[src/hdl/md5_message_hash_assert.svh]
// ----------------------------------------------------------------------------
// md5_message_hash assertion macros
// Same-cycle and next-cycle implication checks, clocked on clk, off in reset.
// ----------------------------------------------------------------------------
`ifndef MD5_MESSAGE_HASH_ASSERT_SVH
`define MD5_MESSAGE_HASH_ASSERT_SVH

// ante holds -> cons holds on the same edge
`define MD5_ASSERT_SAME(label, ante, cons, msg) \
    label: assert property (@(posedge clk) disable iff (!rst_n) (ante) |-> (cons)) \
        else $error(msg);

// ante holds -> cons holds on the following edge
`define MD5_ASSERT_NEXT(label, ante, cons, msg) \
    label: assert property (@(posedge clk) disable iff (!rst_n) (ante) |=> (cons)) \
        else $error(msg);

`endif

[src/hdl/md5_pkg.sv]
// ----------------------------------------------------------------------------
// md5_pkg
// Item types, block type, round constants and round helper functions.
// ----------------------------------------------------------------------------
`default_nettype none

package md5_pkg;

    typedef struct packed {
        logic [7:0] data_byte;
        logic       byte_valid;
        logic       message_end;
    } in_item_t;

    typedef struct packed {
        logic [63:0] digest_word;
        logic        digest_last;
    } out_item_t;

    // one 512-bit block; words[0] holds bytes 0..3, little-endian
    typedef struct packed {
        logic [15:0][31:0] words;
        logic              last_blk;
    } blk_t;

    localparam logic [7:0] PAD_MARK = 8'h80;

    localparam logic [3:0][31:0] INIT_H = {
        32'h10325476, 32'h98badcfe, 32'hefcdab89, 32'h67452301
    };

    localparam logic [31:0] ROUND_K [64] = '{
        32'hd76aa478, 32'he8c7b756, 32'h242070db, 32'hc1bdceee,
        32'hf57c0faf, 32'h4787c62a, 32'ha8304613, 32'hfd469501,
        32'h698098d8, 32'h8b44f7af, 32'hffff5bb1, 32'h895cd7be,
        32'h6b901122, 32'hfd987193, 32'ha679438e, 32'h49b40821,
        32'hf61e2562, 32'hc040b340, 32'h265e5a51, 32'he9b6c7aa,
        32'hd62f105d, 32'h02441453, 32'hd8a1e681, 32'he7d3fbc8,
        32'h21e1cde6, 32'hc33707d6, 32'hf4d50d87, 32'h455a14ed,
        32'ha9e3e905, 32'hfcefa3f8, 32'h676f02d9, 32'h8d2a4c8a,
        32'hfffa3942, 32'h8771f681, 32'h6d9d6122, 32'hfde5380c,
        32'ha4beea44, 32'h4bdecfa9, 32'hf6bb4b60, 32'hbebfbc70,
        32'h289b7ec6, 32'heaa127fa, 32'hd4ef3085, 32'h04881d05,
        32'hd9d4d039, 32'he6db99e5, 32'h1fa27cf8, 32'hc4ac5665,
        32'hf4292244, 32'h432aff97, 32'hab9423a7, 32'hfc93a039,
        32'h655b59c3, 32'h8f0ccc92, 32'hffeff47d, 32'h85845dd1,
        32'h6fa87e4f, 32'hfe2ce6e0, 32'ha3014314, 32'h4e0811a1,
        32'hf7537e82, 32'hbd3af235, 32'h2ad7d2bb, 32'heb86d391
    };

    localparam logic [4:0] ROT_AMT [16] = '{
        5'd7, 5'd12, 5'd17, 5'd22, 5'd5, 5'd9,  5'd14, 5'd20,
        5'd4, 5'd11, 5'd16, 5'd23, 5'd6, 5'd10, 5'd15, 5'd21
    };

    // message word used by round rnd
    function automatic logic [3:0] msg_index(input logic [5:0] rnd);
        logic [3:0] r4;
        logic [3:0] idx;
        r4 = rnd[3:0];
        unique case (rnd[5:4])
            2'd0:    idx = r4;
            2'd1:    idx = 4'(r4 * 4'd5 + 4'd1);
            2'd2:    idx = 4'(r4 * 4'd3 + 4'd5);
            default: idx = 4'(r4 * 4'd7);
        endcase
        return idx;
    endfunction

    function automatic logic [31:0] round_f(input logic [1:0] sel,
                                            input logic [31:0] b,
                                            input logic [31:0] c,
                                            input logic [31:0] d);
        logic [31:0] f;
        unique case (sel)
            2'd0:    f = (b & c) | (~b & d);
            2'd1:    f = (d & b) | (~d & c);
            2'd2:    f = b ^ c ^ d;
            default: f = c ^ (b | ~d);
        endcase
        return f;
    endfunction

    function automatic logic [31:0] rotl32(input logic [31:0] x, input logic [4:0] s);
        logic [63:0] dbl;
        dbl = {x, x} << s;
        return dbl[63:32];
    endfunction

    function automatic logic [31:0] bswap32(input logic [31:0] x);
        return {x[7:0], x[15:8], x[23:16], x[31:24]};
    endfunction

endpackage

`default_nettype wire

[src/hdl/md5_fifo.sv]
// ----------------------------------------------------------------------------
// md5_fifo
// Two-entry block queue between the byte front end and the round engine.
// ----------------------------------------------------------------------------
`default_nettype none

module md5_fifo (
    input  wire logic          clk,
    input  wire logic          rst_n,
    input  wire logic          push,
    input  wire md5_pkg::blk_t push_blk,
    output logic               full,
    input  wire logic          pop,
    output md5_pkg::blk_t      head,
    output logic               empty
);

    md5_pkg::blk_t mem_reg [2];
    logic       wr_ptr_reg, wr_ptr_next;
    logic       rd_ptr_reg, rd_ptr_next;
    logic [1:0] cnt_reg, cnt_next;

    assign full  = (cnt_reg == 2'd2);
    assign empty = (cnt_reg == 2'd0);
    assign head  = mem_reg[rd_ptr_reg];

    always_comb
    begin
        wr_ptr_next = push ? ~wr_ptr_reg : wr_ptr_reg;
        rd_ptr_next = pop  ? ~rd_ptr_reg : rd_ptr_reg;
        cnt_next    = cnt_reg;
        if (push && !pop)
        begin
            cnt_next = cnt_reg + 2'd1;
        end
        else if (pop && !push)
        begin
            cnt_next = cnt_reg - 2'd1;
        end
    end

    always_ff @(posedge clk or negedge rst_n)
    begin
        if (!rst_n)
        begin
            wr_ptr_reg <= 1'b0;
            rd_ptr_reg <= 1'b0;
            cnt_reg    <= 2'd0;
        end
        else
        begin
            wr_ptr_reg <= wr_ptr_next;
            rd_ptr_reg <= rd_ptr_next;
            cnt_reg    <= cnt_next;
        end
    end

    always_ff @(posedge clk)
    begin
        if (push)
        begin
            mem_reg[wr_ptr_reg] <= push_blk;
        end
    end

endmodule

`default_nettype wire

[src/hdl/md5_front.sv]
// ----------------------------------------------------------------------------
// md5_front
// Takes message items, shifts bytes into a 512-bit block, adds padding and
// the bit length at message end, and hands full blocks to the queue.
// ----------------------------------------------------------------------------
`default_nettype none

module md5_front (
    input  wire logic              clk,
    input  wire logic              rst_n,
    input  wire logic              msg_valid,
    input  wire md5_pkg::in_item_t msg,
    output logic                   msg_stall,
    output logic                   push,
    output md5_pkg::blk_t          blk,
    input  wire logic              full
);

    typedef enum logic [1:0] {
        F_DATA = 2'b01,
        F_PAD  = 2'b10
    } fstate_t;

    fstate_t      state_reg, state_next;
    logic [511:0] buf_reg, buf_next;
    logic [5:0]   pos_reg, pos_next;
    logic [60:0]  cnt_reg, cnt_next;
    logic         pend_reg, pend_next;    // full block waiting for the queue
    logic         plast_reg, plast_next;  // that block ends the message
    logic         mark_reg, mark_next;    // 0x80 still to be placed
    logic         lenb_reg, lenb_next;    // current block carries the length

    logic         accept;
    logic         shift_en;
    logic [7:0]   shift_byte;
    logic [63:0]  len_bits;
    logic [7:0]   len_byte;
    logic         blk_done;

    assign msg_stall = pend_reg || (state_reg != F_DATA);
    assign accept    = msg_valid && !msg_stall;
    assign push      = pend_reg && !full;
    assign blk.words    = buf_reg;
    assign blk.last_blk = plast_reg;

    assign len_bits = {cnt_reg, 3'b000};
    assign len_byte = 8'(len_bits >> {pos_reg[2:0], 3'b000});

    always_comb
    begin
        state_next = state_reg;
        pos_next   = pos_reg;
        cnt_next   = cnt_reg;
        pend_next  = pend_reg;
        plast_next = plast_reg;
        mark_next  = mark_reg;
        lenb_next  = lenb_reg;
        shift_en   = 1'b0;
        shift_byte = msg.data_byte;
        blk_done   = 1'b0;

        if (push)
        begin
            pend_next = 1'b0;
        end

        unique case (state_reg)
            F_DATA:
            begin
                if (accept)
                begin
                    if (msg.byte_valid)
                    begin
                        shift_en = 1'b1;
                        cnt_next = cnt_reg + 61'd1;
                    end
                    if (msg.message_end)
                    begin
                        state_next = F_PAD;
                        mark_next  = 1'b1;
                    end
                end
            end
            F_PAD:
            begin
                if (!pend_reg)
                begin
                    shift_en = 1'b1;
                    if (mark_reg)
                    begin
                        shift_byte = md5_pkg::PAD_MARK;
                        mark_next  = 1'b0;
                        // no room for the length after the mark: extra block
                        lenb_next  = (pos_reg[5:3] != 3'd7);
                    end
                    else if (lenb_reg && (pos_reg[5:3] == 3'd7))
                    begin
                        shift_byte = len_byte;
                    end
                    else
                    begin
                        shift_byte = 8'h00;
                    end
                end
            end
            default:
            begin
                state_next = F_DATA;
            end
        endcase

        if (shift_en)
        begin
            pos_next = pos_reg + 6'd1;
            blk_done = (pos_reg == 6'd63);
        end

        if (blk_done)
        begin
            pend_next  = 1'b1;
            plast_next = (state_reg == F_PAD) && !mark_reg && lenb_reg;
            if ((state_reg == F_PAD) && !mark_reg && lenb_reg)
            begin
                state_next = F_DATA;
                cnt_next   = '0;
                lenb_next  = 1'b0;
            end
            else if (state_reg == F_PAD)
            begin
                // padding spilled over: the next block carries the length
                lenb_next = 1'b1;
            end
        end

        buf_next = shift_en ? {shift_byte, buf_reg[511:8]} : buf_reg;
    end

    always_ff @(posedge clk or negedge rst_n)
    begin
        if (!rst_n)
        begin
            state_reg <= F_DATA;
            pos_reg   <= '0;
            cnt_reg   <= '0;
            pend_reg  <= 1'b0;
            plast_reg <= 1'b0;
            mark_reg  <= 1'b0;
            lenb_reg  <= 1'b0;
        end
        else
        begin
            state_reg <= state_next;
            pos_reg   <= pos_next;
            cnt_reg   <= cnt_next;
            pend_reg  <= pend_next;
            plast_reg <= plast_next;
            mark_reg  <= mark_next;
            lenb_reg  <= lenb_next;
        end
    end

    always_ff @(posedge clk)
    begin
        buf_reg <= buf_next;
    end

endmodule

`default_nettype wire

[src/hdl/md5_core.sv]
// ----------------------------------------------------------------------------
// md5_core
// Round engine: one MD5 round per cycle, chaining update, digest output
// register.
// ----------------------------------------------------------------------------
`default_nettype none

module md5_core (
    input  wire logic          clk,
    input  wire logic          rst_n,
    input  wire md5_pkg::blk_t head,
    input  wire logic          empty,
    output logic               pop,
    output logic               dig_valid,
    output md5_pkg::out_item_t dig,
    input  wire logic          dig_stall
);

    typedef enum logic [4:0] {
        B_IDLE  = 5'b00001,
        B_ROUND = 5'b00010,
        B_ADD   = 5'b00100,
        B_OUT0  = 5'b01000,
        B_OUT1  = 5'b10000
    } bstate_t;

    bstate_t            state_reg, state_next;
    logic [3:0][31:0]   h_reg, h_next;
    logic [5:0]         rnd_reg, rnd_next;
    logic               last_reg, last_next;
    logic               out_valid_reg, out_valid_next;

    logic [15:0][31:0]  w_reg;
    logic [31:0]        a_reg, b_reg, c_reg, d_reg;
    logic [31:0]        t_reg;                      // a + K[r] + M[g(r)]
    md5_pkg::out_item_t out_reg;

    logic               out_free;
    logic               out_load;
    md5_pkg::out_item_t out_item;
    logic [31:0]        f_val, sum_val, b_new, t_new, t_load;
    logic [5:0]         rnd_inc;

    assign out_free  = !out_valid_reg || !dig_stall;
    assign dig_valid = out_valid_reg;
    assign dig       = out_reg;
    assign pop       = (state_reg == B_IDLE) && !empty;

    assign rnd_inc = rnd_reg + 6'd1;
    assign f_val   = md5_pkg::round_f(rnd_reg[5:4], b_reg, c_reg, d_reg);
    assign sum_val = f_val + t_reg;
    assign b_new   = b_reg + md5_pkg::rotl32(sum_val,
                         md5_pkg::ROT_AMT[{rnd_reg[5:4], rnd_reg[1:0]}]);
    // next round's a is this round's d
    assign t_new   = d_reg + md5_pkg::ROUND_K[rnd_inc]
                   + w_reg[md5_pkg::msg_index(rnd_inc)];
    assign t_load  = h_reg[0] + md5_pkg::ROUND_K[0] + head.words[0];

    always_comb
    begin
        state_next = state_reg;
        h_next     = h_reg;
        rnd_next   = rnd_reg;
        last_next  = last_reg;
        out_load   = 1'b0;
        out_item.digest_word = {md5_pkg::bswap32(h_reg[0]), md5_pkg::bswap32(h_reg[1])};
        out_item.digest_last = 1'b0;

        unique case (state_reg)
            B_IDLE:
            begin
                if (!empty)
                begin
                    rnd_next   = '0;
                    last_next  = head.last_blk;
                    state_next = B_ROUND;
                end
            end
            B_ROUND:
            begin
                rnd_next = rnd_inc;
                if (rnd_reg == 6'd63)
                begin
                    state_next = B_ADD;
                end
            end
            B_ADD:
            begin
                h_next[0]  = h_reg[0] + a_reg;
                h_next[1]  = h_reg[1] + b_reg;
                h_next[2]  = h_reg[2] + c_reg;
                h_next[3]  = h_reg[3] + d_reg;
                state_next = last_reg ? B_OUT0 : B_IDLE;
            end
            B_OUT0:
            begin
                if (out_free)
                begin
                    out_load   = 1'b1;
                    state_next = B_OUT1;
                end
            end
            B_OUT1:
            begin
                out_item.digest_word = {md5_pkg::bswap32(h_reg[2]),
                                        md5_pkg::bswap32(h_reg[3])};
                out_item.digest_last = 1'b1;
                if (out_free)
                begin
                    out_load   = 1'b1;
                    h_next     = md5_pkg::INIT_H;
                    state_next = B_IDLE;
                end
            end
            default:
            begin
                state_next = B_IDLE;
            end
        endcase

        out_valid_next = out_load ? 1'b1 : (out_valid_reg && dig_stall);
    end

    always_ff @(posedge clk or negedge rst_n)
    begin
        if (!rst_n)
        begin
            state_reg     <= B_IDLE;
            h_reg         <= md5_pkg::INIT_H;
            rnd_reg       <= '0;
            last_reg      <= 1'b0;
            out_valid_reg <= 1'b0;
        end
        else
        begin
            state_reg     <= state_next;
            h_reg         <= h_next;
            rnd_reg       <= rnd_next;
            last_reg      <= last_next;
            out_valid_reg <= out_valid_next;
        end
    end

    always_ff @(posedge clk)
    begin
        if (pop)
        begin
            w_reg <= head.words;
            a_reg <= h_reg[0];
            b_reg <= h_reg[1];
            c_reg <= h_reg[2];
            d_reg <= h_reg[3];
            t_reg <= t_load;
        end
        else if (state_reg == B_ROUND)
        begin
            a_reg <= d_reg;
            b_reg <= b_new;
            c_reg <= b_reg;
            d_reg <= c_reg;
            t_reg <= t_new;
        end
        if (out_load)
        begin
            out_reg <= out_item;
        end
    end

endmodule

`default_nettype wire

[src/hdl/md5_message_hash.sv]
// ----------------------------------------------------------------------------
// md5_message_hash
// Byte-stream MD5: byte front end, two-block queue, one-round-per-cycle core.
// ----------------------------------------------------------------------------
//
//  channel  | handshake            | payload             | item
//  ---------+----------------------+---------------------+------------------------
//  message  | msg_valid/msg_stall  | msg (in_item_t)     | one byte and/or end flag
//  digest   | dig_valid/dig_stall  | dig (out_item_t)    | 8 digest bytes, two/msg
//
//  One byte per cycle while msg_stall is low; after the 64th byte of a block the
//  input stalls until the block is pushed. Per block the core runs load, 64 rounds
//  and the chaining add, and takes a new block only when idle. Message end stalls
//  input for padding and length; digest item 0 follows the last block's chaining add.
//  Reset loads the MD5 start values. A stalled digest holds the core while the
//  queue and the front buffer take up to three more blocks.
//
`default_nettype none

module md5_message_hash (
    input  wire logic               clk,
    input  wire logic               rst_n,
    input  wire logic               msg_valid,
    input  wire md5_pkg::in_item_t  msg,
    output logic                    msg_stall,
    output logic                    dig_valid,
    output md5_pkg::out_item_t      dig,
    input  wire logic               dig_stall
);

`include "md5_message_hash_assert.svh"

    // front -> queue
    logic          fifo_push;
    md5_pkg::blk_t fifo_in;
    logic          fifo_full;
    // queue -> core
    logic          fifo_pop;
    md5_pkg::blk_t fifo_head;
    logic          fifo_empty;

    md5_front u_front (
        .clk       (clk),
        .rst_n     (rst_n),
        .msg_valid (msg_valid),
        .msg       (msg),
        .msg_stall (msg_stall),
        .push      (fifo_push),
        .blk       (fifo_in),
        .full      (fifo_full)
    );

    md5_fifo u_fifo (
        .clk      (clk),
        .rst_n    (rst_n),
        .push     (fifo_push),
        .push_blk (fifo_in),
        .full     (fifo_full),
        .pop      (fifo_pop),
        .head     (fifo_head),
        .empty    (fifo_empty)
    );

    md5_core u_core (
        .clk       (clk),
        .rst_n     (rst_n),
        .head      (fifo_head),
        .empty     (fifo_empty),
        .pop       (fifo_pop),
        .dig_valid (dig_valid),
        .dig       (dig),
        .dig_stall (dig_stall)
    );

    // the core only pulls a block that is there
    `MD5_ASSERT_SAME(a_pop_nonempty, fifo_pop, !fifo_empty, "block pop from empty queue")

    // end of message puts the front into padding, so the next item must wait
    `MD5_ASSERT_NEXT(a_end_stalls, msg_valid && !msg_stall && msg.message_end, msg_stall, "no stall after message end")

    // the second digest item is ready right behind the first
    `MD5_ASSERT_NEXT(a_dig_pair, dig_valid && !dig_stall && !dig.digest_last, dig_valid && dig.digest_last, "second digest item missing")

endmodule

`default_nettype wire

[config.mk]
export PLATFORM = sky130hd
export DESIGN_NAME = md5_message_hash
export DESIGN_NICKNAME = d
export VERILOG_FILES = /design/src/hdl/md5_pkg.sv /design/src/hdl/md5_fifo.sv /design/src/hdl/md5_front.sv /design/src/hdl/md5_core.sv /design/src/hdl/md5_message_hash.sv
export VERILOG_INCLUDE_DIRS = /design/src /design/src/hdl
export SDC_FILE = /design/constraint.sdc
export NUM_CORES = 2
export LEC_CHECK = 0
export BUFFER_PORTS_ARGS = -buffer_cell sky130_fd_sc_hd__buf_2
export CORE_MARGIN = 3
export CORE_UTILIZATION = 35
export CTS_BUF_LIST = sky130_fd_sc_hd__clkbuf_4 sky130_fd_sc_hd__clkbuf_8
export DETAILED_ROUTE_END_ITERATION = 6
export HOLD_SLACK_MARGIN = 0.12
export SYNTH_ARGS = -nofsm -noshare
export SYNTH_HDL_FRONTEND = slang
export SYNTH_HIERARCHICAL = 1
export SYNTH_SLANG_ARGS = --single-unit
[constraint.sdc]
create_clock -name clk -period 50.4 [get_ports clk]
set_clock_uncertainty 0.15 [all_clocks]
set_input_delay 7.56 -clock clk [delete_from_list [all_inputs] [get_ports clk]]
set_output_delay 7.56 -clock clk [all_outputs]
set_load 0.01 [all_outputs]
---- Word-level counts from Yosys, hierarchy flattened ----
Memory sizes are Yosys's and may differ from the RTL's.
Index checks and enable logic that the tools add are counted.
storage, ports and cells
  bits in registers ....................... 1467
  memory bits (writable) .................. 1026
  bits in read-only memories .............. 2128
  output and inout bits ................... 67
  word-level logic and storage cells ...... 212
  memories ................................ 3
memories
  name             words  bits a word  rd ports  clocked after memory_dff  wr ports  line            RTL
  (no name shown)  64     32           1         0                         0         md5_core.sv:55  assign t_new = d_reg + md5_pkg::ROUND_K[rnd_inc]
  u_fifo.mem_reg   2      513          1         0                         1         md5_fifo.sv:18  md5_pkg::blk_t mem_reg [2];
  (no name shown)  16     5            1         0                         0         md5_core.sv:53  md5_pkg::ROT_AMT[{rnd_reg[5:4], rnd_reg[1:0]}]);
operators by class
  add/subtract/negate cells ............... 17
  multipliers ............................. 3
  $lt $le $gt $ge ......................... 3
  eq/ne operators ......................... 24
  shift operators ......................... 2
  mux-type cells .......................... 67
  bitwise operators ....................... 17
  reductions and logical operators ........ 34
operator list
  kind                    count
  $mux 32                 13
  $mux 61                 5
  $add 32x32->32          9
  $pmux 128 s2            1
  $and 32x32->32          4
  $bmux 32 s4             1
  $mux 128                1
  $or 32x32->32           3
  $pmux 32 s3             1
  $xor 32x32->32          3
  $mux 65                 1
  $not 32->32             2
  $shl 64x5->64           1
  $shr 64x6->8            1
  $add 61x1->61 const B   1
  $add 32x32->32 const B  1
  $mux 8                  4
  $mux 5                  6
  $pmux 5 s5              1
  $mux 1                  20
  $add 6x1->6 const B     2
  $eq 6x6->1 const B      2
  $mux 2                  6
  $pmux 4 s3              1
  other kinds (36)        77

---- Logic depth before layout (Yosys ltp) ----
  depth in word-level cells ............... 9
  gate-level depth with buffers ........... 38
  mapped depth without buffers ............ 33

---- By module ----
The synthesis kept the hierarchy.
by module, submodules not included
  module     times used  cells an instance  area an instance (µm²)  sequential area each (µm²)
  md5_core   1           5198               55017.8                 25740.9
  md5_fifo   1           1612               39222.6                 30909.6
  md5_front  1           978                19902.8                 17202.7

---- Worst setup path after synthesis ----
OpenSTA, ideal clock, no wires.
  path type ............................... input -> register
  from .................................... input port msg_valid
  to ...................................... register u_front.pos_reg[1]
  data arrival time ....................... 46.392 ns
  setup slack ............................. 3.661 ns
  stages .................................. 3
  path buffers ............................ 0
  path through ............................ a31oi_1 nor3_1 mux2_2
between the ends
  word-level cells in the longest chain between the ends .. 3
ends and longest elaborated chain
  item                    line                    RTL
  start: declaration      md5_message_hash.sv:23  input wire logic msg_valid,
  $logic_and 1x1->1       md5_front.sv:41         assign accept = msg_valid && !msg_stall;
  $mux 1                  md5_front.sv:70         if (accept)
  $pmux 1 s2              md5_front.sv:67         unique case (state_reg)
  via u_front.shift_en    md5_front.sv:34         logic shift_en;
  end signal: assignment  md5_front.sv:153        pos_reg <= pos_next;
  end: declaration        md5_front.sv:26         logic [5:0] pos_reg, pos_next;
The timed path passes the listed nets, and every way through them passes these cells.
A chain may end at the register's enable or synchronous reset.

---- Final worst setup path ----
  from .................................... input port msg_valid
  to ...................................... register u_front.buf_reg[301], enable pin
between the ends
  word-level cells in the longest chain between the ends .. 3
ends and longest elaborated chain
  item                    line              RTL
  $logic_and 1x1->1       md5_front.sv:41
  $mux 1                  md5_front.sv:70
  $pmux 1 s2              md5_front.sv:67
  via u_front.shift_en    md5_front.sv:34
  end signal: assignment  md5_front.sv:164  buf_reg <= buf_next;
  end: declaration        md5_front.sv:25   logic [511:0] buf_reg, buf_next;
The timed path passes the listed nets, and every way through them passes these cells.

==> flow_summary.json <==
{
  "critPathArrivalTime_ns": 12.01,
  "first_global_vias": 65820,
  "core_area_mm2": 0.3243,
  "final_util": 0.3922,
  "cpMostUsedCell": "buf_4",
  "nNetsFinal": 8422,
  "fin_tns_setup_ns": 0,
  "vdd_drop_max_mv": 0.02457,
  "seqPwrFrac": 0.576,
  "gp_congestion": 0.9536,
  "io_pins": 81,
  "finalSetupViolCount": 0,
  "crit_path_end_kind": "flip-flop",
  "max_freq_ghz": 0.08685,
  "largest_reg_flops": 1026,
  "cts_sinks": 2493,
  "ctsHtreeMaxLevel": 5,
  "grt_first_pass_wirelength_um": 417700,
  "drc_errors": 0,
  "ys_ff_latch": 2493,
  "die_w_um": 577.1,
  "rows": 209,
  "cts_tree": "built",
  "grt_setup_unrepaired": "false",
  "cap_violations": 0,
  "final_common_cell": "edfxtp_1",
  "fin_crit_ns": 11.51,
  "cts.clk_slew.worst_paths_ns": 0.06,
  "grt_max_degree": 165,
  "max-slew-margin-rel": 0.1348,
  "vias": 65950,
  "setup_ws_ns": 38.89,
  "area_delta_synth_final_pct": 11.43,
  "synth_top_cells_by_area": "edfxtp_1 60%, mux2_4 6.1%, ha_1 3.5%",
  "cts_resized": 0,
  "netlist_area_mm2": 0.1141,
  "p_clk_frac": 0.404,
  "synth_cell_types": 108,
  "crit_path_top_delay_cell": "buf_4",
  "max_stage_delay_ns": 0.86,
  "drtIter0Drc": 5779,
  "clockBufferDepth": 4,
  "rr_endpoint": "u_core/b_reg[30]",
  "p_sw_frac": 0.2174,
  "synth_top_cell_area_share": 0.5985,
  "holdCritPathClass": "flip-flop to flip-flop",
  "critical_path_required_ns": 50.90,
  "ys_warn_count": 6,
  "cp_max_fo": 68,
  "layout_common_cells": "2275 x edfxtp_1, 767 x nand2_1, 460 x mux2_4",
  "final_max_slew_viol_count": 0,
  "p_per_area_mw_per_mm2": 33.69,
  "combPwrFrac": 0.019,
  "numPortBuffers": 80,
  "grt-ovfl-total": 0,
  "die_y_um": 577.1,
  "dp_hpwl_um": 183000,
  "firstDrtPassIters": 6,
  "outcome": "finished, final reports clean",
  "synth-main-ff-cell": "edfxtp_1",
  "wirelength_um": 279000,
  "yosys.area.top_type": "edfxtp_1",
  "synth.yosys.seq_area_share": 0.6470,
  "synthArstFlopShare": 0.08744,
  "finalNonFillerCells": 12680,
  "viasPerCell": 5.200,
  "ff2ff_path_depth": 32,
  "cp-startpoint": "msg_valid",
  "crit_path_end": "u_front/buf_reg[301]",
  "antenna_found_initial": 11,
  "syn_nets": 8168,
  "path_cells": "buf_2, a31oi_1, nor3_2, buf_4, buf_4, buf_4, buf_4, buf_4",
  "tightest_slew_ns": 1.298,
  "r2r_start": "u_core/rnd_reg[4]",
  "p_leak_uw": 0.04620,
  "postCtsSetupBuffers": 0,
  "synth_edf_count": 2275,
  "fin_crit_sh": 0.2284,
  "p_switching_uw": 931.7,
  "r2r_slack_ns": 40.22,
  "post-place-ws_ns": 37.74,
  "syn_inst": 7788,
  "dp.cells": 11970,
  "hold_viol_final": 0,
  "avgSynthCellArea_um2": 14.66,
  "cts_root_buf": "clkbuf_8",
  "crit_path_start_kind": "input port",
  "grt_usage": 0.1630,
  "insertion_delay_ns": 1.07,
  "cts_buffers": 400,
  "wl_per_cell_um": 22.00,
  "intPower_uw": 3353,
  "fillers": 29880,
  "drive_above_1_share": 0.2018,
  "holdBufCountCts": 0,
  "start_util": 0.3520,
  "ant_nets": 0,
  "dieArea_mm2": 0.3330,
  "path_class": "input port to flip-flop"
}
final cells by class:
type / count / area [um2] / share of cell area
well taps: 4325 / 5411 / 0.04255
clock inverters: 178 / 1400 / 0.01101
repair buffers: 192 / 1314 / 0.01033
diodes: 8 / 20.02 / 0.0001574
inverters: 271 / 1027 / 0.008077
multi-input cells: 4684 / 37570 / 0.2954
flip-flops and latches: 2493 / 73860 / 0.5807
clock buffers: 533 / 6585 / 0.05177
power by group through the flow:
| stage | clock [uW] | sequential [uW] | combinational, uW |
|---|---|---|---|
| detailed placement | 0 | 2510 | 85.9 |
| global placement | 0 | 2500 | 83.0 |
| finish | 1730 | 2470 | 83.0 |
| floorplan | 0 | 2580 | 57.2 |
| CTS | 1790 | 2470 | 85.4 |
| global route | 1880 | 2480 | 91.1 |
through the flow:
stage               total power [uW]  hold WS (ns)  instance area [um2]
finish                          4285        0.2848               127200
global route                    4455        0.2871               127200
CTS                             4347        0.2697               127200
detailed placement              2596        0.2825               119200
global placement                2587        0.2727               119200
floorplan                       2636        0.2715               114100
worst max-delay path: cells and delay by family:
| kind | cells | cell delay [ns] |
|---|---|---|
| buffers and inverters | 6 | 3.87 |
| AO/OA/AOI/OAI | 1 | 0.18 |
| AND/OR/NAND/NOR | 1 | 0.17 |
kinds of logic after synthesis:
family	Yosys count	share of synthesized area
multiplexers	848	0.1118
buffers and inverters	611	0.02531
XOR/XNOR	330	0.02574
AO/OA/AOI/OAI	1473	0.08050
flip-flops	2493	0.6470
adder cells (fa/ha/maj)	368	0.04312
AND/OR/NAND/NOR	1665	0.06647
routing by layer:
layer  wire length [um]  global-route usage  part of all wire  vias up
li1                   -                   -                 -    30140
met1             124100              0.2265              0.44    33300
met2             130800              0.2615              0.47     2040
met3              15300             0.02448             0.055      471
met4               8814             0.05388             0.032        2
met5                 13                   0          0.000047        -
cell usage after synthesis, types with 105 or more instances:
library cell  count
mux4_2          146
xor2_1          136
nand2_1         768
ha_1            323
edfxtp_1       2275
inv_1           265
dfrtp_1         152
xnor2_1         190
mux2_2          118
nand3_1         105
o21ai_0         380
a21oi_1         439
a21o_1          108
mux2i_1         124
clkbuf_1        202
nor2_1          378
mux2_4          460
worst min-delay path by stage:
stage	depth (start not counted)	end	from	slack [ns]
detailed placement	0	u_fifo/mem_reg[0][4]	u_front/buf_reg[3]	0.28
global route	0	u_fifo/mem_reg[1][2]	u_front/buf_reg[1]	0.29
finish	0	u_fifo/mem_reg[1][105]	u_front/buf_reg[104]	0.28
CTS	0	u_front/buf_reg[73]	u_front/buf_reg[81]	0.27
global placement	0	u_fifo/mem_reg[0][2]	u_front/buf_reg[1]	0.27
floorplan	0	u_fifo/mem_reg[0][1]	u_front/buf_reg[0]	0.27
Power figures use the tool's default switching activity.
